### src/rtl/lm4n_pkg.sv
// shared types and constants of the 4-neighbour local maximum marker
package lm4n_pkg;

	// default geometry and sample format
	localparam int DEF_MAX_WIDTH   = 32;
	localparam int DEF_SAMPLE_BITS = 16;

	// configuration register file
	localparam int IMG_W_BITS = 6;
	localparam int IMG_H_BITS = 12;
	localparam int CFG_IDX_BITS = 2;
	localparam int CFG_DATA_BITS = 12;

	localparam logic [CFG_IDX_BITS-1:0] REG_IMAGE_WIDTH  = 2'd0;
	localparam logic [CFG_IDX_BITS-1:0] REG_IMAGE_HEIGHT = 2'd1;

	localparam logic [IMG_W_BITS-1:0] IMG_W_RESET = 6'd5;
	localparam logic [IMG_H_BITS-1:0] IMG_H_RESET = 12'd5;

	// smallest frame side the marker works on
	localparam int MIN_SIDE = 3;

	// depth of the queue between front and back
	localparam int CMDQ_DEPTH = 4;

	// one request from the front to the back
	typedef struct packed {
		logic has_mark;  // emit one mark result
		logic mark;      // value of that mark
		logic flush;     // frame ends here: emit the last row of zero marks
	} cmd_t;

endpackage

### src/rtl/lm4n_ram.sv
// generic single write port ram with registered read
module lm4n_ram #(
	parameter int WIDTH = 32,
	parameter int DEPTH = 32
) (
	input  logic                     clk,
	input  logic                     we,
	input  logic [$clog2(DEPTH)-1:0] waddr,
	input  logic [WIDTH-1:0]         wdata,
	input  logic                     re,
	input  logic [$clog2(DEPTH)-1:0] raddr,
	output logic [WIDTH-1:0]         rdata
);

	logic [WIDTH-1:0] mem_q [DEPTH];

	// write port
	always_ff @(posedge clk) begin
		if (we) begin
			mem_q[waddr] <= wdata;
		end
	end

	// read port, data held until the next read
	always_ff @(posedge clk) begin
		if (re) begin
			rdata <= mem_q[raddr];
		end
	end

endmodule

### src/rtl/lm4n_front.sv
// front part: sample intake, raster counters, line stores, window and compare
module lm4n_front
	import lm4n_pkg::*;
#(
	parameter int MAX_WIDTH   = DEF_MAX_WIDTH,
	parameter int SAMPLE_BITS = DEF_SAMPLE_BITS
) (
	input  logic                          clk,
	input  logic                          arst_n,
	input  logic                          push,
	output logic                          full,
	input  logic signed [SAMPLE_BITS-1:0] sample_value,
	input  logic                          cfg_we,
	input  logic [CFG_IDX_BITS-1:0]       cfg_index,
	input  logic [CFG_DATA_BITS-1:0]      cfg_data,
	input  logic                          q_full,
	output logic                          cmd_push,
	output cmd_t                          cmd,
	output logic [$clog2(MAX_WIDTH+1)-1:0] eff_width
);

	localparam int AW = $clog2(MAX_WIDTH);
	localparam int CW = $clog2(MAX_WIDTH + 1);
	localparam int SB = SAMPLE_BITS;

	logic [IMG_W_BITS-1:0] image_width_q;
	logic [IMG_H_BITS-1:0] image_height_q;
	logic [IMG_H_BITS-1:0] eff_height;
	logic [AW-1:0]         col_q;
	logic [IMG_H_BITS-1:0] row_q;
	logic                  last_col;
	logic                  last_row;
	logic                  accept;
	logic                  s1_leave;
	logic                  need_cmd;

	logic                  s1_valid_q;
	logic signed [SB-1:0]  x_s1;
	logic [AW-1:0]         col_s1;
	logic                  has_mark_s1;
	logic                  mark_ok_s1;
	logic                  flush_s1;

	logic [2*SB-1:0]       ram_rdata;
	logic signed [SB-1:0]  older_s1;
	logic signed [SB-1:0]  newer_s1;
	logic signed [SB-1:0]  win_q [6];
	logic                  is_max;

	// effective frame size, out-of-range values clamped
	always_comb begin
		if (int'(image_width_q) < MIN_SIDE) begin
			eff_width = CW'(MIN_SIDE);
		end else if (int'(image_width_q) > MAX_WIDTH) begin
			eff_width = CW'(MAX_WIDTH);
		end else begin
			eff_width = CW'(image_width_q);
		end
		if (int'(image_height_q) < MIN_SIDE) begin
			eff_height = IMG_H_BITS'(MIN_SIDE);
		end else begin
			eff_height = image_height_q;
		end
	end

	assign last_col = (CW'(col_q) == eff_width - CW'(1));
	assign last_row = (row_q == eff_height - IMG_H_BITS'(1));

	// intake handshake
	assign need_cmd = has_mark_s1 | flush_s1;
	assign s1_leave = s1_valid_q & (~need_cmd | ~q_full);
	assign full     = s1_valid_q & ~s1_leave;
	assign accept   = push & ~full;

	// configuration registers
	always_ff @(posedge clk or negedge arst_n) begin
		if (!arst_n) begin
			image_width_q  <= IMG_W_RESET;
			image_height_q <= IMG_H_RESET;
		end else if (cfg_we) begin
			case (cfg_index)
				REG_IMAGE_WIDTH:  image_width_q  <= cfg_data[IMG_W_BITS-1:0];
				REG_IMAGE_HEIGHT: image_height_q <= cfg_data[IMG_H_BITS-1:0];
				default: ;
			endcase
		end
	end

	// raster position of the next sample; a register write restarts the frame
	always_ff @(posedge clk or negedge arst_n) begin
		if (!arst_n) begin
			col_q <= '0;
			row_q <= '0;
		end else if (cfg_we && (cfg_index == REG_IMAGE_WIDTH ||
				cfg_index == REG_IMAGE_HEIGHT)) begin
			col_q <= '0;
			row_q <= '0;
		end else if (accept) begin
			if (last_col) begin
				col_q <= '0;
				row_q <= last_row ? '0 : row_q + IMG_H_BITS'(1);
			end else begin
				col_q <= col_q + AW'(1);
			end
		end
	end

	// stage 1 valid
	always_ff @(posedge clk or negedge arst_n) begin
		if (!arst_n) begin
			s1_valid_q <= 1'b0;
		end else if (accept) begin
			s1_valid_q <= 1'b1;
		end else if (s1_leave) begin
			s1_valid_q <= 1'b0;
		end
	end

	// stage 1 payload: sample and its classification
	always_ff @(posedge clk) begin
		if (accept) begin
			x_s1        <= sample_value;
			col_s1      <= col_q;
			has_mark_s1 <= (row_q >= IMG_H_BITS'(2)) ||
				(row_q == IMG_H_BITS'(1) && col_q != '0);
			mark_ok_s1  <= (row_q >= IMG_H_BITS'(2)) && (col_q >= AW'(2));
			flush_s1    <= last_col & last_row;
		end
	end

	// line stores: older row in the upper half, newer row in the lower half
	lm4n_ram #(
		.WIDTH(2 * SB),
		.DEPTH(MAX_WIDTH)
	) u_line_ram (
		.clk  (clk),
		.we   (s1_leave),
		.waddr(col_s1),
		.wdata({newer_s1, x_s1}),
		.re   (accept),
		.raddr(col_q),
		.rdata(ram_rdata)
	);

	assign older_s1 = ram_rdata[2*SB-1:SB];
	assign newer_s1 = ram_rdata[SB-1:0];

	// window: [0..2] previous column (up, centre, down), [3..5] the one before
	always_ff @(posedge clk or negedge arst_n) begin
		if (!arst_n) begin
			for (int i = 0; i < 6; i++) begin
				win_q[i] <= '0;
			end
		end else if (s1_leave) begin
			win_q[3] <= win_q[0];
			win_q[4] <= win_q[1];
			win_q[5] <= win_q[2];
			win_q[0] <= older_s1;
			win_q[1] <= newer_s1;
			win_q[2] <= x_s1;
		end
	end

	// centre against up, down, left and right
	assign is_max = (win_q[1] >= win_q[0]) && (win_q[1] >= win_q[2]) &&
		(win_q[1] >= win_q[4]) && (win_q[1] >= newer_s1);

	// request to the back part
	assign cmd_push     = s1_valid_q & need_cmd & ~q_full;
	assign cmd.has_mark = has_mark_s1;
	assign cmd.mark     = mark_ok_s1 & is_max;
	assign cmd.flush    = flush_s1;

	// window slots 3 and 5 are only written by the shift, never read
	logic unused_win;
	assign unused_win = ^{win_q[3], win_q[5]};

endmodule

### src/rtl/lm4n_cmd_fifo.sv
// short request queue between the front and the back part
module lm4n_cmd_fifo
	import lm4n_pkg::*;
#(
	parameter int DEPTH = CMDQ_DEPTH
) (
	input  logic clk,
	input  logic arst_n,
	input  logic push,
	input  cmd_t din,
	output logic full,
	input  logic pop,
	output cmd_t dout,
	output logic empty
);

	localparam int PW = $clog2(DEPTH);
	localparam int NW = $clog2(DEPTH + 1);

	cmd_t          ent_q [DEPTH];
	logic [PW-1:0] wr_ptr_q;
	logic [PW-1:0] rd_ptr_q;
	logic [NW-1:0] count_q;
	logic          do_push;
	logic          do_pop;

	assign full    = (count_q == NW'(DEPTH));
	assign empty   = (count_q == '0);
	assign do_push = push & ~full;
	assign do_pop  = pop & ~empty;
	assign dout    = ent_q[rd_ptr_q];

	// entry storage
	always_ff @(posedge clk) begin
		if (do_push) begin
			ent_q[wr_ptr_q] <= din;
		end
	end

	// pointers and fill level
	always_ff @(posedge clk or negedge arst_n) begin
		if (!arst_n) begin
			wr_ptr_q <= '0;
			rd_ptr_q <= '0;
			count_q  <= '0;
		end else begin
			if (do_push) begin
				wr_ptr_q <= (wr_ptr_q == PW'(DEPTH - 1)) ? '0 : wr_ptr_q + PW'(1);
			end
			if (do_pop) begin
				rd_ptr_q <= (rd_ptr_q == PW'(DEPTH - 1)) ? '0 : rd_ptr_q + PW'(1);
			end
			if (do_push && !do_pop) begin
				count_q <= count_q + NW'(1);
			end else if (do_pop && !do_push) begin
				count_q <= count_q - NW'(1);
			end
		end
	end

endmodule

### src/rtl/lm4n_back.sv
// back part: turns requests into mark results, expands the end-of-frame flush
module lm4n_back
	import lm4n_pkg::*;
#(
	parameter int MAX_WIDTH = DEF_MAX_WIDTH
) (
	input  logic                           clk,
	input  logic                           arst_n,
	input  logic                           q_empty,
	input  cmd_t                           q_head,
	output logic                           q_pop,
	input  logic [$clog2(MAX_WIDTH+1)-1:0] eff_width,
	output logic                           empty,
	input  logic                           pop,
	output logic                           is_local_max,
	output logic                           frame_last
);

	localparam int CW = $clog2(MAX_WIDTH + 1);

	logic          out_valid_q;
	logic          out_mark_q;
	logic          out_last_q;
	logic [CW-1:0] flush_left_q;
	logic          slot_free;
	logic          busy;

	assign slot_free = ~out_valid_q | pop;
	assign busy      = (flush_left_q != '0);
	assign q_pop     = slot_free & ~busy & ~q_empty;

	// output register and flush counter
	always_ff @(posedge clk or negedge arst_n) begin
		if (!arst_n) begin
			out_valid_q  <= 1'b0;
			flush_left_q <= '0;
		end else if (slot_free) begin
			if (busy) begin
				out_valid_q  <= 1'b1;
				flush_left_q <= flush_left_q - CW'(1);
			end else if (!q_empty) begin
				out_valid_q <= q_head.has_mark;
				if (q_head.flush) begin
					flush_left_q <= eff_width;
				end
			end else begin
				out_valid_q <= 1'b0;
			end
		end
	end

	// result payload
	always_ff @(posedge clk) begin
		if (slot_free) begin
			if (busy) begin
				out_mark_q <= 1'b0;
				out_last_q <= (flush_left_q == CW'(1));
			end else begin
				out_mark_q <= q_head.mark;
				out_last_q <= 1'b0;
			end
		end
	end

	assign empty        = ~out_valid_q;
	assign is_local_max = out_mark_q;
	assign frame_last   = out_last_q;

endmodule

### src/rtl/local_max_4_neighbour_map.sv
// top level of the 4-neighbour local maximum marker
// Samples of a frame enter in raster order, one per clock while full is low, and each
// produces a 1-bit mark that says whether the sample is an interior point at least as
// large as its up, down, left and right neighbours; border samples are marked 0. The
// mark of a sample is released when the sample W+1 places later is accepted (W is the
// effective image width) and reaches the result ports through the stage 1 register,
// the request queue and the output register. The last sample of a frame also releases
// the W marks of the last row, frame_last set on the final one; the back part puts
// those out one per clock while results are taken, and meanwhile the first W+1 samples
// of the next frame need no request, so the front never waits on them. Throughput is
// set by the single port pair of the line store ram, one read and one write per sample.
// Writing either register restarts the frame; width is clamped to 3..MAX_WIDTH and
// height to at least 3. Line stores need no clearing after reset.
module local_max_4_neighbour_map
	import lm4n_pkg::*;
#(
	parameter int MAX_WIDTH   = DEF_MAX_WIDTH,
	parameter int SAMPLE_BITS = DEF_SAMPLE_BITS
) (
	input  logic                          clk,
	input  logic                          arst_n,
	input  logic                          push,
	output logic                          full,
	input  logic signed [SAMPLE_BITS-1:0] sample_value,
	output logic                          empty,
	input  logic                          pop,
	output logic                          is_local_max,
	output logic                          frame_last,
	input  logic                          cfg_we,
	input  logic [CFG_IDX_BITS-1:0]       cfg_index,
	input  logic [CFG_DATA_BITS-1:0]      cfg_data
);

	localparam int CW = $clog2(MAX_WIDTH + 1);

	cmd_t          front_cmd;
	logic          front_push;
	logic          q_full;
	logic          q_empty;
	logic          q_pop;
	cmd_t          q_head;
	logic [CW-1:0] eff_width;

	// intake, line stores and compare
	lm4n_front #(
		.MAX_WIDTH  (MAX_WIDTH),
		.SAMPLE_BITS(SAMPLE_BITS)
	) u_front (
		.clk         (clk),
		.arst_n      (arst_n),
		.push        (push),
		.full        (full),
		.sample_value(sample_value),
		.cfg_we      (cfg_we),
		.cfg_index   (cfg_index),
		.cfg_data    (cfg_data),
		.q_full      (q_full),
		.cmd_push    (front_push),
		.cmd         (front_cmd),
		.eff_width   (eff_width)
	);

	// request queue
	lm4n_cmd_fifo #(
		.DEPTH(CMDQ_DEPTH)
	) u_cmd_fifo (
		.clk   (clk),
		.arst_n(arst_n),
		.push  (front_push),
		.din   (front_cmd),
		.full  (q_full),
		.pop   (q_pop),
		.dout  (q_head),
		.empty (q_empty)
	);

	// result generation
	lm4n_back #(
		.MAX_WIDTH(MAX_WIDTH)
	) u_back (
		.clk         (clk),
		.arst_n      (arst_n),
		.q_empty     (q_empty),
		.q_head      (q_head),
		.q_pop       (q_pop),
		.eff_width   (eff_width),
		.empty       (empty),
		.pop         (pop),
		.is_local_max(is_local_max),
		.frame_last  (frame_last)
	);

endmodule

### config.mk
export PLATFORM = sky130hd
export DESIGN_NAME = local_max_4_neighbour_map
export DESIGN_NICKNAME = d
export VERILOG_FILES = /design/src/rtl/lm4n_pkg.sv /design/src/rtl/lm4n_ram.sv /design/src/rtl/lm4n_front.sv /design/src/rtl/lm4n_cmd_fifo.sv /design/src/rtl/lm4n_back.sv /design/src/rtl/local_max_4_neighbour_map.sv
export SDC_FILE = /design/constraint.sdc
export NUM_CORES = 1
export LEC_CHECK = 0
export BUFFER_PORTS_ARGS = -buffer_cell sky130_fd_sc_hd__buf_2
export CAP_MARGIN = 30
export CORE_ASPECT_RATIO = 1.75
export CORE_UTILIZATION = 50
export CTS_BUF_LIST = sky130_fd_sc_hd__clkbuf_4
export CTS_CLUSTER_DIAMETER = 50
export DETAILED_ROUTE_END_ITERATION = 6
export PLACE_DENSITY = 0.7
export SETUP_SLACK_MARGIN = 0.3
export SLEW_MARGIN = 10
export SYNTH_ARGS = -nofsm -noshare
export SYNTH_HDL_FRONTEND = slang
export SYNTH_HIERARCHICAL = 1
export SYNTH_SLANG_ARGS = --single-unit
### constraint.sdc
create_clock -name clk -period 3.9 [get_ports clk]
set_input_delay 0.195 -clock clk [delete_from_list [all_inputs] [get_ports clk]]
set_output_delay 0.195 -clock clk [all_outputs]
set_load 0.05 [all_outputs]
Yosys cells after proc, flatten, opt, wreduce, memory -nomap -nowiden
Memory sizes are Yosys's and may differ from the RTL's. A register that Yosys moved wholly into a read port is not among the register bits.
Index checks and enable logic that the tools add are counted.
- bits in registers: 140
- memory bits (writable): 1036
- bits of input ports: 35
- output and inout bits: 4
- logic and storage cells: 121
- memories: 2
- add/sub/neg operators: 9
- $lt $le $gt $ge: 9
- equal/unequal tests: 9
- mux-type cells: 25
- bitwise operators: 21
- reductions and logical operators: 25
- memory list (name ; words ; width ; read ports ; clocked after Yosys merged registers in ; write ports ; line ; text):
    u_front.u_line_ram.mem_q ; 32 ; 32 ; 1 ; 1 ; 1 ; lm4n_ram.sv:15 ; logic [WIDTH-1:0] mem_q [DEPTH];
    u_cmd_fifo.ent_q ; 4 ; 3 ; 1 ; 0 ; 1 ; lm4n_cmd_fifo.sv:20 ; cmd_t ent_q [DEPTH];
- operators by type and width (cell ; number):
    greater-or-equal comparator 16 bit ; 4
    two-way mux 12 bit ; 5
    two-way mux 6 bit ; 5
    two-way mux 5 bit ; 3
    adder 12 x 1 -> 12 bit (second input constant) ; 1
    == test 12 x 1 -> 1 bit (second input constant) ; 1
    == test 12 bit ; 1
    greater-or-equal comparator 12 x 2 -> 1 bit (second input constant) ; 1
    < comparator 12 x 2 -> 1 bit (second input constant) ; 1
    subtractor 12 x 1 -> 12 bit (second input constant) ; 1
    subtractor 6 x 1 -> 6 bit (second input constant) ; 2
    bitwise AND 1 bit ; 11
    nonzero test 2 bit ; 5
    logical AND 1 bit ; 8
    two-way mux 1 bit ; 8
    inverter 1 bit ; 7
    == test 5 x 6 -> 1 bit ; 1
    == test 6 x 1 -> 1 bit (second input constant) ; 1
    > comparator 6 bit (second input constant) ; 1
    < comparator 6 x 2 -> 1 bit (second input constant) ; 1
    two-way mux 3 bit ; 2
    AND reduction 2 bit ; 3
    nonzero test 6 bit ; 1
    adder 5 x 1 -> 5 bit (second input constant) ; 1
    16 further kinds ; 23

Logic depth before layout (Yosys ltp)
Gate-level depths: netlist (run 1).
- word-level depth: 10
- depth in mapped cells: 13
- gate-level depth less buffers: 11

Hierarchy
The synthesis (run 1) kept the hierarchy.
- modules (own cells, without submodules) (module ; instances ; cells an instance ; area each (um2) ; seq. area each (um2)):
    lm4n_ram ; 1 ; 2260 ; 40805.4 ; 31710.4
    lm4n_front ; 1 ; 716 ; 7116.8 ; 3228.1
    lm4n_cmd_fifo ; 1 ; 52 ; 898.4 ; 535.5
    lm4n_back ; 1 ; 56 ; 536.8 ; 235.2

Least setup slack after synthesis (run 1)
OpenSTA, ideal clock, no wires.
- path type: register -> register
- start: register u_cmd_fifo.count_q[2]
- end: memory u_front.u_line_ram.mem_q[28][0], enable pin
- setup time: 421 ps
- arrival: 3459 ps
- setup slack: 20 ps
- stages on the path, launching flop included: 10
- path buffers: 3
- clock period less this slack: 3880 ps
- cells stage by stage: dfrtp_1 -> nor3b_4 -> o21ai_0 -> nand2_1 -> inv_1 -> clkbuf_1 -> clkbuf_1 -> or3b_2 -> clkbuf_1 -> nor2_1
- longest elaborated chain between the ends: 6
- RTL lines (element ; line ; text):
    from (decl) ; lm4n_cmd_fifo.sv:23 ; logic [NW-1:0] count_q;
    from (signal assigned) ; lm4n_cmd_fifo.sv:54 ; count_q <= count_q + NW'(1);
    from (signal assigned) ; lm4n_cmd_fifo.sv:56 ; count_q <= count_q - NW'(1);
    == test 3 bit ; lm4n_cmd_fifo.sv:27 ; assign full = (count_q == NW'(DEPTH));
    net q_full ; local_max_4_neighbour_map.sv:38 ; logic q_full;
    inverter 1 bit ; lm4n_front.sv:71 ; assign s1_leave = s1_valid_q & (~need_cmd | ~q_full);
    OR 1 bit ; lm4n_front.sv:71 ;
    bitwise AND 1 bit ; lm4n_front.sv:71 ;
    net u_front.s1_leave ; lm4n_front.sv:34 ; logic s1_leave;
    two-way mux 1 bit ; lm4n_ram.sv:19 ; if (we) begin
    two-way mux 1 bit (implied by the code) ; lm4n_ram.sv:20 ; mem_q[waddr] <= wdata;
    to (decl) ; lm4n_ram.sv:15 ;
The timed path passes the listed nets, and every way through them passes these cells.

Worst setup path after layout (run 1)
- start: register u_front.image_height_q[10]
- end: register u_front.row_q[8]
- longest elaborated chain between the ends: 8
- RTL lines (element ; line ; text):
    from (decl) ; lm4n_front.sv:27 ; logic [IMG_H_BITS-1:0] image_height_q;
    from (signal assigned) ; lm4n_front.sv:83 ; REG_IMAGE_HEIGHT: image_height_q <= cfg_data[IMG_H_BITS-1:0];
    < comparator 12 x 2 -> 1 bit ; lm4n_front.sv:59 ; if (int'(image_height_q) < MIN_SIDE) begin
    two-way mux 12 bit (*) ; lm4n_front.sv:59 ;
    subtractor 12 x 1 -> 12 bit (*) ; lm4n_front.sv:67 ; assign last_row = (row_q == eff_height - IMG_H_BITS'(1));
    == test 12 bit (*) ; lm4n_front.sv:67 ;
    two-way mux 12 bit (*) ; lm4n_front.sv:101 ; row_q <= last_row ? '0 : row_q + IMG_H_BITS'(1);
    two-way mux 12 bit (*) ; lm4n_front.sv:99 ; if (last_col) begin
    two-way mux 12 bit (*) ; lm4n_front.sv:98 ; end else if (accept) begin
    two-way mux 12 bit (*) ; lm4n_front.sv:94 ; end else if (cfg_we && (cfg_index == REG_IMAGE_WIDTH ||
    to (signal assigned) ; lm4n_front.sv:101 ;
    to (decl) ; lm4n_front.sv:30 ; logic [IMG_H_BITS-1:0] row_q;
Every way passes the cells marked *; elsewhere a longest branch is shown, timed or not. The select of a mux whose other input is x is not followed.
A chain may end at the register's enable or synchronous reset.

==> out/results.md, run 1 <==
• **commonest register cell after synthesis** sky130_fd_sc_hd__edfxtp_1
• **residual antenna-violating net count after detailed routing** 0
• **total clock buffers created by CTS** 287
• **die height** 418 um
• **Worst Setup Path Type** reg -> reg
• **DP Worst Slack** 0.399 ns
• **DRC viols** 0
• **largest area contributor in the synthesized netlist** sky130_fd_sc_hd__edfxtp_1
• **CP Cell Sequence** nor3_4, and3_1, nor2_1, ha_1, nor3b_1, xnor2_1, o2111ai_1, or4b_4, a2111oi_4, buf_4, nor2_4, a221o_1
• **overall fraction of global-route tracks in use** 25.2%
• **maximum number of pins on one net before global-route repair** 115
• **H-Tree Depth** 5
• **share of layout cells above drive strength 1** 19.1%
• **placement row count** 152
• **share of the synthesized area in compound gates (AO/OA/AOI/OAI)** 6.29%
• **post-synthesis xor/xnor area fraction** 0.408%
• **worst path setup slack after routing** 0.490 ns
• **die area** 100000 sq um
• **Final nets** 3590
• **final critical delay including setup and external delays** 3.41 ns
• **critical path arrival** 4.47 ns
• **Final Instance Area** 56400 sq um
• **Critical-path top delay cell** sky130_fd_sc_hd__or4b_4
• **number of antenna violations at the first check in global routing** 3
• **growth of design area from synthesis to finish** 14.2%
• **estimated wirelength of the detail-placed design** 75200 um
• **commonest non-fill, non-tap cell in the layout** sky130_fd_sc_hd__edfxtp_1
• **portion of total power attributed to sequential cells** 46.6%
• **Worst Path Required** 4.96 ns
• **worst rel slew slack** 38.3%
• **Die X-Extent** 240 um
• **final design utilization** 57.6%
• **worst slew pin tran** 0.922 ns
• **setup TNS** 0 ns
• **synthesis-stage register bit count** 1208
• **internal power component** 24.8 mW
• **area share of fa/ha/maj cells after synthesis** 2.07%
• **result of the run** completed
• **wire length of the first global-routing pass** 183000 um
• **CP bufs+invs** 1
• **multiplexer share of the synthesized area** 11.1%
• **Period Utilization, post-route** 87.4%
• **Cells after DPL** 4411
• **cell at the root of the clock tree** sky130_fd_sc_hd__clkbuf_4
• **combinational family with the most area after synthesis** multiplexers
• **startpoint types** flip-flop
• **count of buffers inserted at the top-level ports** 38
• **switching power as a share of total power** 32.4%
• **global placer's final weighted congestion** 0.817
• **via count of the first global-routing pass** 30100
• **leading post-synthesis cells by cell area** sky130_fd_sc_hd__edfxtp_1 (67%), sky130_fd_sc_hd__mux2i_1 (10%), sky130_fd_sc_hd__dfrtp_1 (5.6%), sky130_fd_sc_hd__ha_1 (2.0%), sky130_fd_sc_hd__a22oi_1 (1.5%)
• **worst voltage drop across the vdd grid** 0.321 mV
• **Detailed Route WL** 123000 um
• **count of flip-flops with a built-in enable after synthesis** 1094
• **setup repair after global routing missed its margin** no
• **final hold vios** 0
• **number of unique standard cell types used by synthesis** 89
• **later-pin clock latency in the skew report** 1.19 ns
• **post-synthesis async set-or-reset flop share** 9.44%
• **number of slew-limit violations in the final report** 0
• **Logic pwr share** 27.8%
• **initial drt markers** 2657
• **warning count from the yosys run** 6
• **Largest stage delay, worst path** 0.52 ns
• **DP Area** 52200 sq um
• **Clock Power Share** 25.6%
• **CP endpoint kind** flip-flop
• **number of violations of the max-capacitance limit** 0
• **basic-gate share of the synthesized area counting and, or, nand and nor cells** 5.27%
• **total number of vias** 28900
• **routed length per instance** 24.9 um
• **final standard cell count with taps included and fillers excluded** 4950
• **sequential share of the synthesized area** 72.3%
• **family with the most delay on the worst path** simple AND/OR/NAND/NOR gates
• **Clk pin slew, worst setup/hold paths** 0.08 ns
• **area of the core** 97900 sq um
• **clock net sink count** 1208
• **Avg Vias per Cell** 5.84
• **area fraction of the dominant cell type after synthesis** 66.6%
• **post-synthesis instance area** 49400 sq um
• **P_sw** 11.9 mW
• **most used routing layer in global routing** met2
• **Highest Clock Rate** 293 MHz
• **met1 usage in global routing** 28.4%
• **total nets after synthesis** 3200
• **Final Skew** 0.0765 ns
• **clock tree from TritonCTS** yes
• **instance count of the mapped netlist** 3084
• **total power per unit cell area** 651 nW/um^2
• **total congestion overflow** 0
• **biggest fanout along the worst timing path** 10
• **final-report setup violation count** 0
• **effective utilization at floorplan** 50.4%
• **HP Class** in -> async
• **met3 usage in global routing** 4.51%
• **commonest non-fill, non-tap cells in the layout** sky130_fd_sc_hd__edfxtp_1 (1094), sky130_fd_sc_hd__mux2i_1 (514), sky130_fd_sc_hd__clkbuf_4 (384)
• **met2 Usage GRT** 45.0%
• **per-instance average area after synthesis** 16.0 sq um
• **boundary pin count** 39
• **maximum clock insertion buffer count** 4
• **first-pass iteration count of the detailed router** 6
• **leakage power total** 20.0 nW
## power groups by stage
stage                     clock network [mW]  registers [mW]  logic (mW)
after floorplan                            0            17.4        6.43
after global placement                     0            17.5        9.51
after detailed placement                   0            17.4        9.95
after CTS                               9.67            17.2        10.1
after global routing                    10.2            17.2        11.0
final                                   9.41            17.1        10.2
## timing repair
item                                    CTS  global route
hold endpoints to repair                228             0
resized for setup                         0             3
hold buffers                             77             0
buffers inserted                          0             1
endpoints found under the setup margin    0             9
## cell type report
type | instances | area [sq um]
diodes | 4 | 10.0
well taps | 1309 | 1640
clock inverters | 68 | 349
clock buffers | 384 | 2880
multi-input cells | 1634 | 12700
repair buffers | 256 | 2730
flip-flops and latches | 1208 | 35700
inverters | 87 | 327
fillers | 7458 | 41600
## Yosys cell counts (all sizes together), types with 25 or more instances
cell / number
a21oi: 114
clkbuf: 64
a31oi: 35
a22o: 67
nand2: 189
mux2: 25
dfrtp: 110
ha: 80
nor3: 50
o21ai: 78
edfxtp: 1094
nand3: 122
nor2: 61
a22oi: 96
inv: 87
mux2i: 514
buf: 91
## registers in the layout, summed over array words and instances (netlist names), 3 cells and up
| register | count |
|---|---|
| u_front/u_line_ram/mem_q | 1024 |
| u_front/win_q | 64 |
| u_front/u_line_ram/rdata | 32 |
| u_front/x_s1 | 16 |
| u_cmd_fifo/ent_q | 12 |
| u_front/image_height_q | 12 |
| u_front/row_q | 12 |
| u_back/flush_left_q | 6 |
| u_front/image_width_q | 6 |
| u_front/col_q | 5 |
| u_front/col_s1 | 5 |
| u_cmd_fifo/count_q | 3 |
## kinds of logic (layout without fill, tap and decap cells)
kind of cell,count (synthesis),after routing
and+or+nand+nor,527,527
adders and majority gates,81,81
xor gates and xnor gates,23,23
DFF,1208,1208
buffers and inverters,242,795
muxes,542,542
AOI/OAI and AO/OA,461,461
other,0,4
## stage by stage
step | power (mW) | hold WS [ns]
2_1_floorplan | 23.8 | -0.101
3_3_place_gp | 27.0 | 0.313
3_5_place_dp | 27.4 | 0.327
4_1_cts | 36.9 | 0.0804
5_1_grt | 38.4 | 0.142
6_report | 36.7 | 0.183
## path summary, 6_finish.rpt
kind	end	depth (start not counted)	start	slack (ns)
max	u_front/row_q[8]$_DFFE_PN0P_	12	u_front/image_height_q[10]$_DFFE_PN0P_	0.49
min	u_front/image_height_q[9]$_DFFE_PN0P_	4	arst_n	0.18
max reg2reg	u_front/row_q[8]$_DFFE_PN0P_	12	u_front/image_height_q[10]$_DFFE_PN0P_	0.49
min reg2reg	u_front/win_q[93]$_DFFE_PN0P_	2	u_front/u_line_ram/rdata[29]$_DFFE_PP_	0.46
max in group asynchronous	u_front/win_q[92]$_DFFE_PN0P_	4	arst_n	3.06
min in group clk	u_front/u_line_ram/rdata[16]$_DFFE_PP_	3	push	0.22
## tightest hold or removal path, stage by stage
cell and delay (ns):
sky130_fd_sc_hd__dlygate4sd3_1 0.53, sky130_fd_sc_hd__buf_4 0.10, sky130_fd_sc_hd__dlygate4sd3_1 0.59, sky130_fd_sc_hd__buf_12 0.41
## per-layer routing
metal  vias to the layer above  share of wire, %
met5                         -                 0
met4                         0               4.9
met3                       328               6.2
met2                      1260                53
met1                     14400                36
li1                      12900                 -
Note: power is estimated with default switching activity, not from simulation.
==> inputs of run 2 (changes only) <==
Settings changed: CELL_PAD_IN_SITES_DETAIL_PLACEMENT set to 0, CELL_PAD_IN_SITES_GLOBAL_PLACEMENT set to 1, PLACE_DENSITY 0.7 to 0.79.
==> run 2 against run 1 <==
Against the previous run: flip-flop and latch count is the same; clock skew shrank 0.017 ns; design area shrank 0.12%; clock-buffer cell count grew 24; register-to-register slack is essentially flat; highest routed layer is now met5; setup slack lost 0.0069 ns; first-iteration DRC count shrank 15%; largest cell class unchanged; sequential power is essentially flat; critical path type unchanged; via count shrank 0.57%; clock power grew 1%.
==> out/results.md, run 2 (synthesis results as in run 1) <==
• **Final nets** 3570, was 3590
• **placement row count** 152, unchanged
• **cell at the root of the clock tree** sky130_fd_sc_hd__clkbuf_4, unchanged
• **overall fraction of global-route tracks in use** 24.3%, was 25.2%
• **estimated wirelength of the detail-placed design** 71600 um, was 75200 um
• **family with the most delay on the worst path** simple AND/OR/NAND/NOR gates, unchanged
• **CP endpoint kind** flip-flop, unchanged
• **Worst Path Required** 4.96 ns, about the same
• **effective utilization at floorplan** 50.4%, unchanged
• **total number of vias** 28700, was 28900
• **startpoint types** flip-flop, unchanged
• **register-to-register setup slack** 0.48 ns, was 0.49 ns
• **final design utilization** 57.5%, was 57.6%
• **switching power as a share of total power** 32.2%, was 32.4%
• **initial drt markers** 2266, was 2657
• **clock net sink count** 1208, unchanged
• **HP Class** in -> async, unchanged
• **maximum number of pins on one net before global-route repair** 93, was 115
• **CP Launch Point** u_front/image_height_q[10]$_DFFE_PN0P_, unchanged
• **worst slew pin tran** 0.984 ns, was 0.922 ns
• **Highest Clock Rate** 293 MHz, about the same
• **boundary pin count** 39, unchanged
• **Avg Vias per Cell** 5.81, was 5.84
• **total congestion overflow** 0, unchanged
• **global placer's final weighted congestion** 0.843, was 0.817
• **Period Utilization, post-route** 87.6%, was 87.4%
• **commonest non-fill, non-tap cells in the layout** sky130_fd_sc_hd__edfxtp_1 (1094), sky130_fd_sc_hd__mux2i_1 (514), sky130_fd_sc_hd__clkbuf_4 (408), was sky130_fd_sc_hd__edfxtp_1 (1094), sky130_fd_sc_hd__mux2i_1 (514), sky130_fd_sc_hd__clkbuf_4 (384)
• **total clock buffers created by CTS** 288, was 287
• **first-pass iteration count of the detailed router** 6, unchanged
• **commonest non-fill, non-tap cell in the layout** sky130_fd_sc_hd__edfxtp_1, unchanged
• **number of violations of the max-capacitance limit** 0, unchanged
• **DP Area** 51900 sq um, was 52200 sq um
• **wire length of the first global-routing pass** 178000 um, was 183000 um
• **final-report setup violation count** 0, unchanged
• **worst path setup slack after routing** 0.483 ns, was 0.490 ns
• **Die X-Extent** 240 um, unchanged
• **Worst Setup Path Type** reg -> reg, unchanged
• **via count of the first global-routing pass** 30000, was 30100
• **clock tree from TritonCTS** yes, unchanged
• **portion of total power attributed to sequential cells** 46.7%, was 46.6%
• **internal power component** 24.7 mW, was 24.8 mW
• **Crit Reg-Reg Startpoint** u_front/image_height_q[10]$_DFFE_PN0P_, unchanged
• **largest registers** u_front/u_line_ram/mem_q: 1024 flops, u_front/win_q: 64 flops, u_front/u_line_ram/rdata: 32 flops, unchanged
• **overall power of the completed layout** 36.5 mW, was 36.7 mW
• **Clock Power Share** 26.1%, was 25.6%
• **later-pin clock latency in the skew report** 1.22 ns, was 1.19 ns
• **setup repair after global routing missed its margin** no, unchanged
• **Cells after DPL** 4381, was 4411
• **maximum clock insertion buffer count** 4, unchanged
• **Critical-path top delay cell** sky130_fd_sc_hd__or4b_4, unchanged
• **area of the multi-input gates** 12700 sq um, about the same
• **routed length per instance** 24.2 um, was 24.9 um
• **Final Skew** 0.0592 ns, was 0.0765 ns
• **residual antenna-violating net count after detailed routing** 0, unchanged
• **final hold vios** 0, unchanged
• **sequential cell area** 35700 sq um, unchanged
• **worst reg2reg endpoint** u_front/row_q[6]$_DFFE_PN0P_, was u_front/row_q[8]$_DFFE_PN0P_
• **Clk pin slew, worst setup/hold paths** 0.07 ns, was 0.08 ns
• **count of buffers inserted at the top-level ports** 38, unchanged
• **final standard cell count with taps included and fillers excluded** 4948, was 4950
• **total power per unit cell area** 648 nW/um^2, was 651 nW/um^2
• **most flop-heavy register** u_front/u_line_ram/mem_q, unchanged
• **leakage power total** 20.0 nW, about the same
• **worst voltage drop across the vdd grid** 0.390 mV, was 0.321 mV
• **die area** 100000 sq um, unchanged
• **result of the run** completed, unchanged
• **setup TNS** 0 ns, unchanged
• **DP Worst Slack** 0.390 ns, was 0.399 ns
• **CP Cell Sequence** nor3_2, and3_1, nor2_1, ha_1, nor3b_1, xnor2_1, o2111ai_1, or4b_4, a2111oi_4, buf_4, nor2_4, a221o_1, was nor3_4, and3_1, nor2_1, ha_1, nor3b_1, xnor2_1, o2111ai_1, or4b_4, a2111oi_4, buf_4, nor2_4, a221o_1
• **number of antenna violations at the first check in global routing** 3, unchanged
• **P_sw** 11.8 mW, was 11.9 mW
• **critical path arrival** 4.48 ns, was 4.47 ns
• **share of layout cells above drive strength 1** 19.0%, was 19.1%
• **die height** 418 um, unchanged
• **number of slew-limit violations in the final report** 0, unchanged
• **CP bufs+invs** 1, unchanged
• **worst rel slew slack** 34.2%, was 38.3%
• **fillcell total** 7587, was 7458
• **DRC viols** 0, unchanged
• **Detailed Route WL** 120000 um, was 123000 um
• **biggest fanout along the worst timing path** 10, unchanged
• **Final Instance Area** 56300 sq um, was 56400 sq um
• **hold slack** 0.120 ns, was 0.183 ns
• **Logic pwr share** 27.2%, was 27.8%
• **growth of design area from synthesis to finish** 14.1%, was 14.2%
• **max FFs per register** 1024, unchanged
• **logic depth of the worst register-to-register path** 12, unchanged
• **Largest stage delay, worst path** 0.53 ns, was 0.52 ns
• **area of the core** 97900 sq um, unchanged
• **H-Tree Depth** 5, unchanged
• **final critical delay including setup and external delays** 3.42 ns, was 3.41 ns
==> run 2: cell count changes in the layout (fill, tap and decap cells not counted), sizes merged <==
cell / delta
inv: +2
clkinv: -6
buf: -25
bufinv: -3
diode: +2
clkbuf: +26
dlygate4sd3: +2
==> run 2: worst reg2reg max path, delay by kind of cell, from the launching register on <==
family	cells	cell delay, ns
and+or+nand+nor	6	1.48
AOI/OAI and AO/OA	3	0.75
DFF	1	0.44
adders and majority gates	1	0.24
buffers and inverters	1	0.24
xor gates and xnor gates	1	0.17
==> run 2: area by class of cell <==
class                           count  area share (%)
Inverter                           87           0.580
Multi-Input combinational cell   1634            22.6
Timing Repair Buffer              235            4.61
Clock buffer                      408            5.44
Clock inverter                     61           0.433
Tap cell                         1309            2.91
Sequential cell                  1208            63.4
Antenna cell                        6          0.0267
==> run 2: worst max-delay path by stage <==
| stage | to | slack [ns] | cells after the start |
|---|---|---|---|
| floorplan | u_front/u_line_ram/mem_q[28][0]$_DFFE_PP_ | 0.02 | 9 |
| global placement | u_front/row_q[8]$_DFFE_PN0P_ | 0.42 | 12 |
| detailed placement | u_front/row_q[6]$_DFFE_PN0P_ | 0.39 | 12 |
| CTS | u_front/row_q[6]$_DFFE_PN0P_ | 0.40 | 12 |
| global route | u_front/row_q[7]$_DFFE_PN0P_ | 0.30 | 12 |
| finish | u_front/row_q[6]$_DFFE_PN0P_ | 0.48 | 12 |
==> run 2: metal layers <==
layer	share of wire (%)	GRT usage (%)
met5	0.011	0
met4	4.0	12.1
met3	5.5	4.50
met2	55	44.9
met1	36	26.2
==> run 2: repair_timing <==
item | in CTS | in global routing
hold buffers | 80 | 0
buffers inserted | 0 | 2
hold endpoints to repair | 234 | 0
setup endpoints to repair | 0 | 7
resized for setup | 0 | 1
==> run 2: power by group through the flow <==
stage | clock (mW) | combinational (mW) | sequential [mW]
global route | 10.4 | 10.7 | 17.2
floorplan | 0 | 6.43 | 17.4
global placement | 0 | 9.38 | 17.4
finish | 9.54 | 9.93 | 17.0
detailed placement | 0 | 9.69 | 17.4
CTS | 9.80 | 9.80 | 17.1
